[config.mk]
export PLATFORM = sky130hd
export DESIGN_NAME = rpvg_front
export DESIGN_NICKNAME = d
export VERILOG_FILES = /design/src/rtl/core/rpvg_pkg.sv /design/src/rtl/core/rpvg_front.sv
export SDC_FILE = /design/constraint.sdc
export NUM_CORES = 1
export LEC_CHECK = 0
export BUFFER_PORTS_ARGS = -buffer_cell sky130_fd_sc_hd__buf_2
export CAP_MARGIN = 5
export CORE_ASPECT_RATIO = 0.5
export CORE_UTILIZATION = 54
export CTS_BUF_LIST = sky130_fd_sc_hd__clkbuf_8
export DETAILED_ROUTE_END_ITERATION = 7
export GPL_ROUTABILITY_DRIVEN = 0
export PLACE_DENSITY = 0.78
export SLEW_MARGIN = 20
export SYNTH_ARGS = -nofsm -noshare
export SYNTH_HDL_FRONTEND = slang
export SYNTH_SLANG_ARGS = --single-unit
[constraint.sdc]
create_clock -name clk -period 5.2 [get_ports clk]
set_clock_uncertainty 0.15 [all_clocks]
set_input_delay 0.78 -clock clk [delete_from_list [all_inputs] [get_ports clk]]
set_output_delay 0.78 -clock clk [all_outputs]
set_load 0.005 [all_outputs]
[src/rtl/core/rpvg_pkg.sv]
// Shared types, constants and tables for the polygon vertex generator.
`timescale 1ns / 1ps
package rpvg_pkg;
	localparam int MAX_SIDES = 64;
	localparam int MIN_SIDES = 3;
	localparam int COORD_W = 24;
	localparam int RADIUS_W = 23;
	localparam int ANGLE_W = 16;
	localparam int SIDES_W = 7;
	localparam int INDEX_W = 6;
	localparam int CORDIC_STEPS = 30;
	localparam int CX_W = 34;
	localparam int CZ_W = 33;
	localparam int PROD_W = 56;
	localparam int SUM_W = 28;
	localparam logic signed [CX_W-1:0] CORDIC_GAIN = 34'sd652032874;

	typedef struct packed {
		logic [INDEX_W-1:0] idx;
		logic [ANGLE_W-1:0] angle;
		logic last;
		logic signed [COORD_W-1:0] cx;
		logic signed [COORD_W-1:0] cy;
		logic [RADIUS_W-1:0] r;
	} job_t;

	typedef struct packed {
		logic [INDEX_W-1:0] idx;
		logic signed [COORD_W-1:0] vx;
		logic signed [COORD_W-1:0] vy;
		logic last;
	} result_t;

	function automatic logic [31:0] atan_turns(input logic [4:0] i);
		logic [31:0] v;
		case (i)
			5'd0: v = 32'h20000000;  5'd1: v = 32'h12E4051D;
			5'd2: v = 32'h09FB385B;  5'd3: v = 32'h051111D4;
			5'd4: v = 32'h028B0D43;  5'd5: v = 32'h0145D7E1;
			5'd6: v = 32'h00A2F61E;  5'd7: v = 32'h00517C55;
			5'd8: v = 32'h0028BE53;  5'd9: v = 32'h00145F2E;
			5'd10: v = 32'h000A2F98; 5'd11: v = 32'h000517CC;
			5'd12: v = 32'h00028BE6; 5'd13: v = 32'h000145F3;
			5'd14: v = 32'h0000A2F9; 5'd15: v = 32'h0000517C;
			5'd16: v = 32'h000028BE; 5'd17: v = 32'h0000145F;
			5'd18: v = 32'h00000A2F; 5'd19: v = 32'h00000517;
			5'd20: v = 32'h0000028B; 5'd21: v = 32'h00000145;
			5'd22: v = 32'h000000A2; 5'd23: v = 32'h00000051;
			5'd24: v = 32'h00000028; 5'd25: v = 32'h00000014;
			5'd26: v = 32'h0000000A; 5'd27: v = 32'h00000005;
			5'd28: v = 32'h00000002; 5'd29: v = 32'h00000001;
			default: v = 32'h0;
		endcase
		return v;
	endfunction
endpackage

[src/rtl/core/rpvg_front.sv]
// Request intake: side clamp, step division and vertex angle sequencing into a job queue.
`timescale 1ns / 1ps
module rpvg_front (
	input  logic clk,
	input  logic arst_n,
	input  logic push,
	output logic full,
	input  logic signed [rpvg_pkg::COORD_W-1:0] center_x,
	input  logic signed [rpvg_pkg::COORD_W-1:0] center_y,
	input  logic [rpvg_pkg::RADIUS_W-1:0] radius,
	input  logic [rpvg_pkg::ANGLE_W-1:0] yaw_angle,
	input  logic [rpvg_pkg::SIDES_W-1:0] sides,
	output logic job_valid,
	output rpvg_pkg::job_t job,
	input  logic job_take
);
	typedef enum logic [1:0] {F_IDLE, F_DIV, F_GEN} fstate_t;
	fstate_t state_q;
	logic signed [rpvg_pkg::COORD_W-1:0] cx_q, cy_q;
	logic [rpvg_pkg::RADIUS_W-1:0] r_q;
	logic [rpvg_pkg::ANGLE_W-1:0] yaw_q, qacc_q, qstep_q;
	logic [rpvg_pkg::SIDES_W-1:0] n_q, rem_q, racc_q, rstep_q;
	logic [rpvg_pkg::ANGLE_W:0] quo_q;
	logic [4:0] cnt_q;
	logic [rpvg_pkg::INDEX_W-1:0] idx_q;
	rpvg_pkg::job_t qmem_q [2];
	logic wp_q, rp_q;
	logic [1:0] qcnt_q;

	logic [rpvg_pkg::SIDES_W-1:0] n_clamp;
	logic [rpvg_pkg::SIDES_W:0] rem_sh, rsum;
	logic qbit, q_push;
	logic [rpvg_pkg::ANGLE_W:0] quo_next;
	logic [rpvg_pkg::SIDES_W-1:0] rem_next;
	rpvg_pkg::job_t new_job;

	always_comb begin
		if (sides < rpvg_pkg::SIDES_W'(rpvg_pkg::MIN_SIDES))
			n_clamp = rpvg_pkg::SIDES_W'(rpvg_pkg::MIN_SIDES);
		else if (sides > rpvg_pkg::SIDES_W'(rpvg_pkg::MAX_SIDES))
			n_clamp = rpvg_pkg::SIDES_W'(rpvg_pkg::MAX_SIDES);
		else
			n_clamp = sides;
		rem_sh = {rem_q, (cnt_q == 5'd0)};
		qbit = rem_sh >= {1'b0, n_q};
		rem_next = qbit ? rpvg_pkg::SIDES_W'(rem_sh - {1'b0, n_q})
			: rem_sh[rpvg_pkg::SIDES_W-1:0];
		quo_next = {quo_q[rpvg_pkg::ANGLE_W-1:0], qbit};
		rsum = {1'b0, racc_q} + {1'b0, rstep_q};
		new_job.idx = idx_q;
		new_job.angle = yaw_q + qacc_q;
		new_job.last = ({1'b0, idx_q} == n_q - 7'd1);
		new_job.cx = cx_q;
		new_job.cy = cy_q;
		new_job.r = r_q;
		q_push = (state_q == F_GEN) && (qcnt_q != 2'd2);
	end

	assign full = (state_q != F_IDLE);
	assign job_valid = (qcnt_q != 2'd0);
	assign job = qmem_q[rp_q];

	always_ff @(posedge clk or negedge arst_n) begin
		if (!arst_n) begin
			state_q <= F_IDLE;
			wp_q <= 1'b0;
			rp_q <= 1'b0;
			qcnt_q <= 2'd0;
		end else begin
			case (state_q)
				F_IDLE: begin
					if (push) begin
						cx_q <= center_x;
						cy_q <= center_y;
						r_q <= radius;
						yaw_q <= yaw_angle;
						n_q <= n_clamp;
						rem_q <= '0;
						quo_q <= '0;
						cnt_q <= 5'd0;
						state_q <= F_DIV;
					end
				end
				F_DIV: begin
					rem_q <= rem_next;
					quo_q <= quo_next;
					cnt_q <= cnt_q + 5'd1;
					if (cnt_q == 5'(rpvg_pkg::ANGLE_W)) begin
						qstep_q <= quo_next[rpvg_pkg::ANGLE_W-1:0];
						rstep_q <= rem_next;
						qacc_q <= '0;
						racc_q <= n_q >> 1;
						idx_q <= '0;
						state_q <= F_GEN;
					end
				end
				F_GEN: begin
					if (q_push) begin
						idx_q <= idx_q + 6'd1;
						if (rsum >= {1'b0, n_q}) begin
							racc_q <= rpvg_pkg::SIDES_W'(rsum - {1'b0, n_q});
							qacc_q <= qacc_q + qstep_q + 16'd1;
						end else begin
							racc_q <= rsum[rpvg_pkg::SIDES_W-1:0];
							qacc_q <= qacc_q + qstep_q;
						end
						if (new_job.last)
							state_q <= F_IDLE;
					end
				end
				default: state_q <= F_IDLE;
			endcase
			if (q_push) begin
				qmem_q[wp_q] <= new_job;
				wp_q <= ~wp_q;
			end
			if (job_take && job_valid)
				rp_q <= ~rp_q;
			qcnt_q <= qcnt_q + {1'b0, q_push} - {1'b0, job_take && job_valid};
		end
	end
endmodule

==> key figures <==
CTS
  – Count of clock tree sinks: 367
  – CTS tree: done
  – H-tree levels: 2
  – TritonCTS Buffers: 50
  – Clock tree root driver cell: clkbuf_8
  – Clock Pin Slew Worst Setup and Hold Paths: 0.07 ns
  – Max clock buf depth: 3
  – Postcts setup bufs: 0
  – CTS Hold Bufs: 1
  – Post-CTS Resized: 0
  – Clk_lat worst skew: 0.58 ns

Synth
  – Post-synthesis net count: 1135
  – Area leader, netlist: edfxtp_1
  – Ys flop type: edfxtp_1
  – Area contributors post-synth: edfxtp_1, mux2_2, ha_1, xnor2_1, nor2_1
  – Cell with the most instances after synthesis: edfxtp_1
  – Seq/Total Area, Yosys: 0.702
  – Number of flops mapped to enable cells by yosys: 361
  – Async SR Flop Fraction: 0.0163
  – Post-synth cell types: 69
  – Synth Cell Area: 15700 um2
  – Commonest cells post-synth: edfxtp_1, mux2_2, ha_1
  – Synth Register Bits: 367
  – Yosys warns: 0
  – Share of the synthesized area in the top cell type: 0.692
  – Syn avg cell area: 16.1 um2
  – Synthesized instance count: 974

Floorplanning
  – Row cnt: 43
  – Die width: 243 um
  – Core footprint: 28100 um2
  – Initial Util: 0.558
  – Die ar.: 29700 um2
  – Top-Level Pins: 194
  – DIE HEIGHT: 122 um

Route
  – Starting DRC count in detailed routing: 491
  – Final wirelength: 29800 um
  – Post-DR wirelength/cell: 18.4 um
  – Drt drc: 0
  – Final ANT Viol Nets: 0
  – Via count: 8795
  – Drt first pass iters: 7
  – Avg Vias per Cell: 5.41

Power
  – P_int: 6020 uW
  – Pwr per Cell Area: 483 nW/um2
  – Power share of the combinational group: 0.293
  – Clk pwr share: 0.235
  – Sw Share: 0.310
  – Leakage Power: 0.00672 uW
  – Switching pwr: 2710 uW
  – Maximum VDD drop: 0.269 mV
  – Flop pwr share: 0.472

Setup path
  – CP max-delay cell: nand2_1
  – RR Startpoint: racc_q[0]
  – Critical path cell sequence: ha_1 > fa_1 > a21o_1 > a21oi_1 > o21bai_1 > a21oi_1 > xnor2_1 > ha_1 > a211o_1 > nor2_1 > o21ai_0 > o22ai_1 > buf_4 > nand2_1 > nand4_1 > o31ai_1 > o41ai_1
  – R2r setup slk: 0.94 ns
  – Max stage delay on crit path: 0.44 ns
  – Worst Setup EP: qacc_q[14]
  – Reg2reg path depth: 17
  – WP data arrival: 4.42 ns
  – FF-to-FF End: qacc_q[14]
  – CP Class: flip-flop to flip-flop
  – Worst Setup Start Kind: flip-flop
  – Worst Setup End Kind: flip-flop
  – Worst Setup SP: racc_q[0]
  – CP max FO: 15
  – Crit path required time: 5.37 ns

Timing
  – RSZ-0062 raised after global routing: no
  – Max Slew Vio Count: 0
  – Total negative slack: 0 ns
  – Setup violators final: 0
  – Worst-Margin Slew: 1.03 ns
  – Final Hold Vio Count: 0
  – Max frequency: 235 MHz
  – Relative slew slack: 0.316
  – Minimum clock period: 4.26 ns
  – Fin crit share: 0.819

Status
  – Status: finished, final reports clean

GRT
  – Initial antenna violation count: 1
  – First-pass GRT wire length: 46000 um
  – Vias in the first global route: 8974
  – Largest net degree at the start of global routing: 95
  – Total Routing Usage GR: 0.198
  – Global route overflow: 0

Placement
  – DPL Wire Length: 20200 um
  – Area post-placement: 17100 um2
  – IO buf count: 193

Layout
  – Area delta synth->final: 15.4%
  – Layout Nets: 1367
  – Share of cells above drive strength 1: 0.311
  – Final-layout fill cell count: 1980
  – Fin area: 18100 um2

Hold path
  – HP Class: primary input to flip-flop
  – Hold Path Depth: 1

Job
  – Max cap viols: 0
-- layout by cell type (no fill, tap or decap), types with 4 or more instances in the layout --
cell type	netlist	routed
nand2b_1	5	5
nor2_1	56	54
ha_1	58	58
a21o_1	16	16
fa_1	5	5
inv_1	35	52
or2_2	4	4
buf_2	3	193
o211ai_1	7	7
buf_4	0	5
nor3_1	11	11
nand4_1	8	8
clkinv_2	0	4
mux2_2	98	98
xor2_1	21	21
nor2b_1	14	13
xnor2_1	44	44
and2_1	26	26
clkbuf_8	1	51
mux2i_1	4	4
and3_1	7	5
o21ai_0	27	27
a21oi_1	28	28
nand2_1	29	29
clkinv_1	0	11
dfrtp_1	6	5
edfxtp_1	361	361
nand3_1	16	16
-- cells by family after synthesis --
kind of cell / share of synthesized area
xor gates and xnor gates: 0.0364
AOI/OAI and AO/OA: 0.0531
buffers and inverters: 0.0143
and+or+nand+nor: 0.0686
muxes: 0.0730
DFF: 0.702
adders and majority gates: 0.0527
-- cell type report --
class	instances	area, um2	share of cell area
flip-flops and latches	367	11000	0.609
multi-input cells	551	4480	0.248
repair buffers	201	1050	0.0583
clock buffers	51	702	0.0389
well taps	382	478	0.0265
clock inverters	37	226	0.0125
inverters	35	131	0.00727
diodes	1	2.50	0.000139
-- how the worst min path moves through the flow --
stage | slack [ns] | startpoint | endpoint
2_1_floorplan | 0.25 | quo_q[14] | qstep_q[15]
3_3_place_gp | 0.25 | quo_q[14] | qstep_q[15]
3_5_place_dp | 0.26 | quo_q[14] | qstep_q[15]
4_1_cts | 0.17 | center_y[17] | cy_q[17]
5_1_grt | 0.18 | radius[21] | r_q[21]
6_report | 0.22 | radius[21] | r_q[21]
-- power groups by stage --
stage	Clock [uW]	Combinational (uW)	Sequential, uW
floorplan	0	1900	4010
global placement	0	2440	4150
detailed placement	0	2540	4180
CTS	2110	2570	4120
global route	2220	2810	4170
finish	2050	2560	4120
-- per-layer routing --
layer  part of all wire  vias up  track usage
met5                  0        -            0
met4              0.028        0       0.0790
met3              0.046       62       0.0363
met2               0.52      225        0.354
met1               0.41     4338        0.243
li1                   -     4170            -
-- flip-flops by register name, summed over array words and instances (netlist names), 2 cells and up --
signal and cells:
cnt_q 5, cx_q 24, cy_q 24, idx_q 6, n_q 7, qacc_q 16
qcnt_q 2, qmem_q 188, qstep_q 16, quo_q 15, r_q 23, racc_q 7
rem_q 7, rstep_q 7, state_q 2, yaw_q 16
-- metrics by stage --
stage          total power [uW]  utilization  worst slack [ns]  cells  hold WS, ns
2_1_floorplan              5910            -              1.25    974        0.250
3_3_place_gp               6600        0.610              1.26   1535        0.254
3_5_place_dp               6720        0.610              1.16   1535        0.262
4_1_cts                    8800        0.643              1.02   1624        0.175
5_1_grt                    9190        0.643             0.820   1625        0.176
6_report                   8730        0.643             0.944   1625        0.224
-- critical path, delay by kind of cell, from the launching register on --
family | cells | cell delay [ns]
AOI/OAI and AO/OA | 9 | 1.47
xor gates and xnor gates | 1 | 0.17
adders and majority gates | 3 | 0.86
buffers and inverters | 1 | 0.18
DFF | 1 | 0.37
and+or+nand+nor | 3 | 0.80
Note: power is estimated with default switching activity, not from simulation.
